===== src/rtl/rea_mul.sv =====
// Multiplier: 64 by 32 product in two registered 32 by 32 halves, low 64 bits kept.
module rea_mul (
    input  logic        aclk,
    input  logic [63:0] a,
    input  logic [31:0] b,
    output logic [63:0] p
);
    logic [63:0] lo_reg;
    logic [63:0] hi_reg;

    always_ff @(posedge aclk) begin
        lo_reg <= {32'd0, a[31:0]} * {32'd0, b};
        hi_reg <= {32'd0, a[63:32]} * {32'd0, b};
    end

    assign p = lo_reg + {hi_reg[31:0], 32'd0};
endmodule


===== config.mk =====
export PLATFORM = sky130hd
export DESIGN_NAME = rea_mul
export DESIGN_NICKNAME = d
export VERILOG_FILES = /design/src/rtl/rea_mul.sv
export SDC_FILE = /design/constraint.sdc
export NUM_CORES = 2
export LEC_CHECK = 0
export BUFFER_PORTS_ARGS = -buffer_cell sky130_fd_sc_hd__buf_4
export CAP_MARGIN = 30
export CORE_AREA = 2 2 452 342
export DETAILED_ROUTE_END_ITERATION = 6
export DIE_AREA = 0 0 454 344
export PLACE_DENSITY_LB_ADDON = 0.08
export SYNTH_ARGS = -nofsm -noshare
export SYNTH_HDL_FRONTEND = slang
export SYNTH_SLANG_ARGS = --single-unit

===== constraint.sdc =====
create_clock -name aclk -period 12.2 [get_ports aclk]
set_input_delay 1.22 -clock aclk [delete_from_list [all_inputs] [get_ports aclk]]
set_output_delay 1.22 -clock aclk [all_outputs]
set_load 0.1 [all_outputs]

==> summary.txt <==
Status = finished clean
Number of enable flip-flop cells after synthesis = 0
CTS tree = yes
Vias/cell = 4.86
Die H = 344 um
Row cnt = 124
Number of setup buffers added after CTS = 0
Final core occ = 0.366
Non-Filler Instances = 7767
Syn Inst Count = 5901
Syn Nets = 7720
Hold Vio Cnt, Final = 0
Via count = 37700
Slew HR = 0.359
Syn. warnings = 0
Share of the synthesized area in the top cell type = 0.495
TritonCTS Buffers = 9
Layout cells sized above 1 = 0.0385
Initial DRC count = 2474
Largest net degree at the start of global routing = 59
CP Data Arrival Time = 9.73 ns
Area delta synth->final = 5.23%
First-pass GRT wire length = 278000 um
Synth Flop Type = dfxtp_1
Final Slew Violations = 0
Core area = 152000 um^2
Crit-path max FO = 33
Setup slack at placement = 2.05 ns
CTS clk-pin slew, worst paths = 0.09 ns
Starting Density = 0.348
Initial antenna violation count = 23
Gpl congestion = 0.844
# setup viols final = 0
Area of the mapped netlist = 52800 um^2
CTS resizes = 0
Worst hold-check path type = in -> reg
Crit Path Class = in -> reg
Dpl cells = 7743
Vias in the first global route = 41100
GRT overflow = 0
Most common cell in the netlist = inv_1
Max reg flops = 64
Clk root buf = clkbuf_16
FF+latch count, synth = 96
Die extent in x = 454 um
Required time of the critical path = 12.54 ns
Worst Max-Slew Pin Slew = 0.962 ns
PortBufs = 160
Crit end category = register
Detailed Routing Iterations Pass 1 = 6
WL/cell = 23.5 um
Total GRT Usage = 0.243
# H-tree levels = 3
Synth area leaders = fa_1, inv_1, ha_1
Fill cell count = 15800
Syn avg cell area = 8.94 um^2
Fin nets = 7558
Setup ws final = 2.81 ns
Clk sinks = 96
Drt total wl = 183000 um
Die area = 156000 um^2
DP Wirelength = 136000 um
Ports = 161
Final ANT Viol Nets = 0
Fin Setup TNS = 0 ns
CTS Hold Buffers Added = 0
Period minus WS final = 9.39 ns
Clk buf depth = 2
Ys async rst share = 0
Seq/Total Area, Yosys = 0.0364
Most frequent cells after synthesis = inv_1, fa_1, nand2_1
Tcrit/Tclk final = 0.770
# DRC = 0
Max-cap violations = 0
CP startpoint kind = input port
Maximum operating frequency = 0.107 GHz
RSZ-0062 raised after global routing = no
Cell taking the most area after synthesis = fa_1
Distinct cells, synth = 70
-- layout by cell type (no fill, tap or decap), types with 18 or more instances in the layout --
master      n
ha_1      417
nand3_1    18
and2_1    752
o21ai_0    49
a21oi_1   120
nand2_1   871
nor2_1     48
buf_4     183
xor2_1     45
fa_1     1305
nor3_1     18
a21o_1     56
dfxtp_1    96
inv_1    1413
o21a_1     18
xnor2_1   125
-- final timing paths --
check              from            endpoint  cells past startpoint
hold / removal     b[0]   lo_reg[0]$_DFF_P_                      2
setup / recovery  b[17]  lo_reg[50]$_DFF_P_                     23
-- cell families after synthesis --
group                    after synthesis  share of synthesized area
buffers and inverters               1770                      0.128
XOR/XNOR                             170                     0.0282
adder cells (fa/ha/maj)             1722                      0.594
flip-flops                            96                     0.0364
AO/OA/AOI/OAI                        362                     0.0458
AND/OR/NAND/NOR                     1781                      0.167
-- critical path, stage by stage --
cell and delay [ns]:
buf_4 0.52, buf_4 0.42, nand2_1 0.13, fa_1 0.52, fa_1 0.55, inv_1 0.05
fa_1 0.48, fa_1 0.62, fa_1 0.46, fa_1 0.51, fa_1 0.46, fa_1 0.56
ha_1 0.45, a21oi_1 0.31, o221ai_1 0.47, a21oi_1 0.31, o21a_1 0.15, o21ai_0 0.08
a21oi_1 0.23, o31ai_2 0.15, a311oi_2 0.53, nor3_1 0.12, nor4_1 0.37
-- final cells by class --
type	count	area, um^2	area share
clock buffers	9	225	0.00406
flip-flops and latches	96	1920	0.0346
inverters	1413	5300	0.0955
diodes	7	17.5	0.000316
multi-input cells	4035	44100	0.794
well taps	2016	2520	0.0454
clock inverters	7	75.1	0.00135
repair buffers	184	1380	0.0248
-- layer usage --
layer,track usage,wire (um),vias up
met2,0.377,81600,992
met1,0.359,87500,19900
met3,0.0446,11300,122
met4,0.0356,2470,4
li1,-,-,16700
met5,0,27,-
-- per-stage QoR --
stage                     hold WS, ns  area (um^2)
after floorplan                  1.34        52800
after global placement           1.72        55200
after detailed placement         1.72        55200
after CTS                        1.26        55500
after global routing             1.29        55500
final                            1.30        55500
Power is not shown: default switching activity piles up to over one toggle a cycle in this logic, so the estimate is an artifact.
