==> config.mk <==
export PLATFORM = sky130hd
export DESIGN_NAME = rea_div
export DESIGN_NICKNAME = d
export VERILOG_FILES = /design/src/rtl/rea_pkg.sv /design/src/rtl/rea_div.sv
export SDC_FILE = /design/constraint.sdc
export NUM_CORES = 1
export LEC_CHECK = 0
export ABC_AREA = 1
export BUFFER_PORTS_ARGS = -buffer_cell sky130_fd_sc_hd__buf_2
export CORE_MARGIN = 5
export CORE_UTILIZATION = 57
export CTS_CLUSTER_SIZE = 16
export DETAILED_ROUTE_END_ITERATION = 12
export PLACE_DENSITY_LB_ADDON = 0.08
export SYNTH_ARGS = -nofsm -noshare
export SYNTH_HDL_FRONTEND = slang
export SYNTH_SLANG_ARGS = --single-unit
==> constraint.sdc <==
create_clock -name aclk -period 5.55 [get_ports aclk]
set_input_delay 0.2775 -clock aclk [delete_from_list [all_inputs] [get_ports aclk]]
set_output_delay 0.2775 -clock aclk [all_outputs]
set_load 0.05 [all_outputs]
==> src/rtl/rea_pkg.sv <==
// Package: types, codes and constants of the radio energy accumulator.
package rea_pkg;

    localparam int NUM_ACTIVITIES_DEF = 5;
    localparam int REPORT_ITEMS = 17;

    localparam logic [2:0] MODE_RESTART = 3'd0;
    localparam logic [2:0] MODE_SET_ACT = 3'd1;
    localparam logic [2:0] MODE_START   = 3'd2;
    localparam logic [2:0] MODE_TURN    = 3'd3;
    localparam logic [2:0] MODE_CHARGE  = 3'd4;
    localparam logic [2:0] MODE_REPORT  = 3'd5;

    localparam logic [1:0] RS_TX = 2'd0;
    localparam logic [1:0] RS_RX = 2'd1;

    localparam logic [2:0] ACT_SCAN = 3'd0;
    localparam logic [2:0] ACT_LINK = 3'd1;
    localparam logic [2:0] ACT_JOIN = 3'd2;
    localparam logic [2:0] ACT_CHAN = 3'd3;
    localparam logic [2:0] ACT_BEACON = 3'd4;

    localparam logic [2:0] CFG_TX_UA     = 3'd0;
    localparam logic [2:0] CFG_RX_UA     = 3'd1;
    localparam logic [2:0] CFG_START_NC  = 3'd2;
    localparam logic [2:0] CFG_START_US  = 3'd3;
    localparam logic [2:0] CFG_TURN_NC   = 3'd4;
    localparam logic [2:0] CFG_TURN_US   = 3'd5;
    localparam logic [2:0] CFG_SLEEP_NA  = 3'd6;

    localparam logic [63:0] K1000    = 64'd1000;
    localparam logic [63:0] K1000000 = 64'd1000000;

    typedef struct packed {
        logic [2:0]  mode;
        logic [2:0]  activity;
        logic [1:0]  radio_state;
        logic [31:0] duration_us;
        logic [63:0] now_us;
    } in_word_t;

    typedef struct packed {
        logic [4:0]  item_id;
        logic [63:0] value;
        logic        last;
    } out_word_t;

    typedef enum logic [4:0] {
        ST_IDLE,
        ST_CHG_MUL, ST_CHG_DIV, ST_CHG_WAIT, ST_CHG_ADD,
        ST_SL_MUL, ST_SL_DIV, ST_SL_WAIT,
        ST_AVG_MUL, ST_AVG_DIV, ST_AVG_WAIT,
        ST_DUTY_MUL, ST_DUTY_DIV, ST_DUTY_WAIT,
        ST_OO0_MUL, ST_OO0_DIV, ST_OO0_WAIT,
        ST_OO1_MUL, ST_OO1_DIV, ST_OO1_WAIT,
        ST_OO2_MUL, ST_OO2_DIV, ST_OO2_WAIT,
        ST_STD_MUL, ST_STD_DIV, ST_STD_WAIT,
        ST_EMIT
    } state_t;

    typedef struct packed {
        logic        start;
        logic [63:0] dividend;
        logic [63:0] divisor;
    } div_req_t;

    typedef struct packed {
        logic        done;
        logic [63:0] quotient;
    } div_rsp_t;

endpackage

==> src/rtl/rea_div.sv <==
// Divider: restoring 64-bit unsigned division, one quotient bit per cycle.
module rea_div (
    input  logic               aclk,
    input  logic               aresetn,
    input  rea_pkg::div_req_t  req,
    output rea_pkg::div_rsp_t  rsp
);
    logic [63:0] quo_reg;
    logic [64:0] rem_reg;
    logic [63:0] den_reg;
    logic [6:0]  cnt_reg;
    logic        busy_reg;
    logic        done_reg;
    logic [64:0] shifted;
    logic [64:0] diff;

    assign shifted = {rem_reg[63:0], quo_reg[63]};
    assign diff    = shifted - {1'b0, den_reg};

    always_ff @(posedge aclk) begin
        if (!aresetn) begin
            busy_reg <= 1'b0;
            done_reg <= 1'b0;
            cnt_reg  <= 7'd0;
        end else begin
            done_reg <= 1'b0;
            if (req.start) begin
                busy_reg <= 1'b1;
                cnt_reg  <= 7'd64;
                quo_reg  <= req.dividend;
                rem_reg  <= 65'd0;
                den_reg  <= req.divisor;
            end else if (busy_reg) begin
                if (!diff[64]) begin
                    rem_reg <= diff;
                    quo_reg <= {quo_reg[62:0], 1'b1};
                end else begin
                    rem_reg <= shifted;
                    quo_reg <= {quo_reg[62:0], 1'b0};
                end
                cnt_reg <= cnt_reg - 7'd1;
                if (cnt_reg == 7'd1) begin
                    busy_reg <= 1'b0;
                    done_reg <= 1'b1;
                end
            end
        end
    end

    assign rsp.done     = done_reg;
    assign rsp.quotient = quo_reg;
endmodule

==> Flow_metrics.wiki <==
{| class="wikitable"
! Metric !! Value
|-
| Starting Density || 57.93%
|-
| Area Overhead vs Synth || 19.13%
|-
| Area of all sequential standard cells || 5946 µm²
|-
| Remaining design rule violation count || 0
|-
| Crit end category || flop
|-
| Number of setup buffers added after CTS || 0
|-
| GR Util All Layers || 29.32%
|-
| Clock transition time at the flip-flop clock pins of the worst setup and hold paths || 60 ps
|-
| Number of placement rows || 58
|-
| Clock period minus final worst setup slack || 2953 ps
|-
| Share of the synthesized netlist area taken by xor and xnor gates || 1.916%
|-
| Most used standard cells in the synthesized netlist || 931 x sky130_fd_sc_hd__nand2_1, 411 x sky130_fd_sc_hd__inv_1, 227 x sky130_fd_sc_hd__nor2_1
|-
| Setup Viol. Count Final || 0
|-
| Fraction of the mapped netlist area in compound gates || 3.002%
|-
| Die height || 170.2 µm
|-
| Required time at the worst-slack endpoint || 5820 ps
|-
| Max Clk Rate || 338.7 MHz
|-
| Clk Latency, worst-skew pair || 530 ps
|-
| Post-synthesis instance area || 14630 µm²
|-
| Max Cap Viol || 0
|-
| Area share of the leading cell type in the synthesized netlist || 39.41%
|-
| Post-route design area || 17430 µm²
|-
| Share of synthesized area spent on multiplexers || 0%
|-
| Area inside the core boundary || 25250 µm²
|-
| Synth Flop Type || sky130_fd_sc_hd__edfxtp_1
|-
| RePlAce Congestion || 1.059
|-
| Residual overflow from global routing || 0
|-
| Worst supply voltage drop on vdd || 262.2 µV
|-
| Area of combinational cells with multiple inputs || 6868 µm²
|-
| Worst Min Path Start || req[127]
|-
| Worst Hold Class || primary input to flop
|-
| Data arrival time of the critical path || 3230 ps
|-
| Post-DP Area || 15830 µm²
|-
| Horizontal extent of the die || 170.2 µm
|-
| Starting DRC count in detailed routing || 1150
|-
| Number of hold violations in the final report || 0
|-
| 1st-pass router iterations || 5
|-
| Via count || 13.89k
|-
| Number of nets in the final layout || 2607
|-
| Maximum count of clock buffers along a single path || 3
|-
| Run status || finished clean
|-
| Largest cells by area after synthesis || sky130_fd_sc_hd__edfxtp_1 39%, sky130_fd_sc_hd__nand2_1 24%, sky130_fd_sc_hd__inv_1 11%
|-
| Crit path launch || quo_reg[63]
|-
| Global-route wire length before repair || 67880 µm
|-
| Global Route met3 Usage || 4.762%
|-
| Setup clock skew after layout || 22.40 ps
|-
| Max Slew Vio Count || 0
|-
| Via count of the first global-routing pass || 13.38k
|-
| Most Used Layer, Global Route || met2
|-
| Proportion of synthesized chip area in sequential cells || 40.64%
|-
| Total power divided by cell area || 345.0 nW/µm²
|-
| Wire length per cell || 15.58 µm
|-
| Max transition margin || 40.59%
|-
| Gate Count Post-Synth || 2145
|-
| Leakage dissipation || 9.508 nW
|-
| Met2 Track Usage GR || 48.37%
|-
| Transition time at the pin with the least slew margin || 891.1 ps
|-
| Total negative setup slack || 0 ps
|-
| Critical setup path kind || flop to flop
|-
| Post-DP HPWL || 33260 µm
|-
| Post-synthesis share of cell area spent on full adders, half adders and majority gates || 5.782%
|-
| Cell with the most instances after synthesis || sky130_fd_sc_hd__nand2_1
|-
| Number of diodes added for antenna fixing || 0
|-
| Number of placed cells counting well taps || 2640
|-
| Syn. warnings || 0
|-
| Total routed wirelength || 42930 µm
|-
| H-tree levels || 1
|-
| IO Pins || 196
|-
| Largest net degree at the start of global routing || 86
|-
| Number of standard cells in the final layout excluding fillers || 2755
|-
| Synth Net Count || 2343
|-
| CTS tree || yes
|-
| Number of synthesized flops with an enable pin || 192
|-
| Number of instances resized during post-cts repair || 0
|-
| Buffers on Ports || 195
|-
| Number of distinct library cell variants in the gate-level netlist after synthesis || 40
|-
| Final worst path period share || 53.20%
|-
| Ratio of cells with drive above 1 in the final layout || 12.12%
|-
| Post-route total power || 6.013 mW
|-
| Average cell area after synthesis || 6.820 µm²
|-
| Via count normalized by instance count || 5.042
|-
| Critical Path Fanout Max || 63
|-
| Post-synth ARST share || 0%
|-
| RSZ-0062 raised after global routing || no
|-
| Die footprint || 28970 µm²
|-
| Category of the worst setup path launch point || flop
|-
| Worst reg2reg setup slack || 2600 ps
|-
| Simple-gate share of the synthesized area || 36.20%
|-
| Cell accounting for the most synthesized area || sky130_fd_sc_hd__edfxtp_1
|-
| Clock sink count || 201
|-
| Root Driver || sky130_fd_sc_hd__clkbuf_16
|-
| Largest family of logic cells by synthesized area || simple AND/OR/NAND/NOR gates
|-
| Met1 Use GR || 40.91%
|-
| Remaining antenna violation count after routing || 0
|-
| Number of synthesized register bits || 201
|-
| Number of filler instances in the final layout || 2182
|-
| Number of buffers inserted during clock tree synthesis || 22
|-
| Initial antenna violation count || 0
|-
| Source of the worst register-to-register timing path || quo_reg[63]
|}
==> repair_timing <==
action / in CTS / in global routing
endpoints found under the setup margin: 0 / 0
hold buffers: 75 / 0
hold endpoints to repair: 75 / 0
==> final cells by class <==
class                      instances  share of cell area, %
multi-input combinational       1486                  39.41
sequential                       201                  34.12
clock buffer                      23                  3.180
timing repair buffer             275                  10.12
clock inverter                    17                  1.680
tap                              330                  2.369
inverter                         423                  9.125
==> final timing paths <==
path | depth (start not counted) | end
worst max register to register | 19 | rem_reg[41]
worst max-delay path | 19 | rem_reg[41]
worst min-delay path | 3 | quo_reg[63]
worst min register to register | 2 | cnt_reg[6]
==> through the flow <==
step           util, %  setup slack, ps  hold slack [ps]
3_5_place_dp     62.68             2652            455.6
4_1_cts          69.01             2610          0.06806
3_3_place_gp     62.68             2737            453.4
2_1_floorplan        -             1906            376.4
6_report         69.01             2597            17.65
5_1_grt          69.01             2342            16.09
==> report_power, final <==
part           total, mW  switching, mW  leakage [nW]  internal, mW
Combinational       2.30           1.59          7.16         0.709
Sequential          1.99         0.0956          1.93          1.90
Clock               1.73          0.630         0.417          1.10
Total               6.01           2.31          9.51          3.70
==> worst max-delay path, cell delays in order, from the launching register on <==
cell and delay, ps:
sky130_fd_sc_hd__edfxtp_1 360, sky130_fd_sc_hd__inv_1 50, sky130_fd_sc_hd__ha_1 210, sky130_fd_sc_hd__fa_1 420, sky130_fd_sc_hd__inv_1 120, sky130_fd_sc_hd__nand2_1 60, sky130_fd_sc_hd__nand2_1 70, sky130_fd_sc_hd__nand3_1 100
sky130_fd_sc_hd__nand2_2 130, sky130_fd_sc_hd__nand2_1 80, sky130_fd_sc_hd__nand2_2 120, sky130_fd_sc_hd__nand2_2 80, sky130_fd_sc_hd__nand2_4 80, sky130_fd_sc_hd__nand2_4 70, sky130_fd_sc_hd__nand2_4 90, sky130_fd_sc_hd__nand2_4 70
sky130_fd_sc_hd__nand2_8 280, sky130_fd_sc_hd__nand2_1 100, sky130_fd_sc_hd__nand2_1 80, sky130_fd_sc_hd__nor2_1 50
==> metal layers <==
layer  part of all wire, %  routed length, µm
met5                     0                  0
met3                   8.5               3643
met4                   2.2                958
met1                    44              18780
met2                    46              19550
==> layout by cell type (no fill, tap or decap), drive strengths merged <==
cell type	netlist	layout
nand2	956	956
xor2	32	32
nand4	15	15
clkinv	1	10
fa	1	1
o21bai	9	9
o21ai	8	8
a21o	1	1
or2	2	2
bufinv	0	8
dfxtp	9	9
inv	422	422
nand3	62	62
a31oi	1	1
and3	1	1
and2	1	1
a211oi	1	1
a21oi	59	59
nand3b	14	14
edfxtp	192	192
clkbuf	13	23
nor3	13	13
o21a	1	1
buf	22	200
ha	66	66
nor4	3	3
dlygate4sd3	0	75
nor2	240	240
==> cells by family after synthesis <==
family	after synthesis
and+or+nand+nor	1307
buffers and inverters	458
DFF	201
AOI/OAI and AO/OA	80
adders and majority gates	67
xor gates and xnor gates	32
Power figures use the tool's default switching activity.
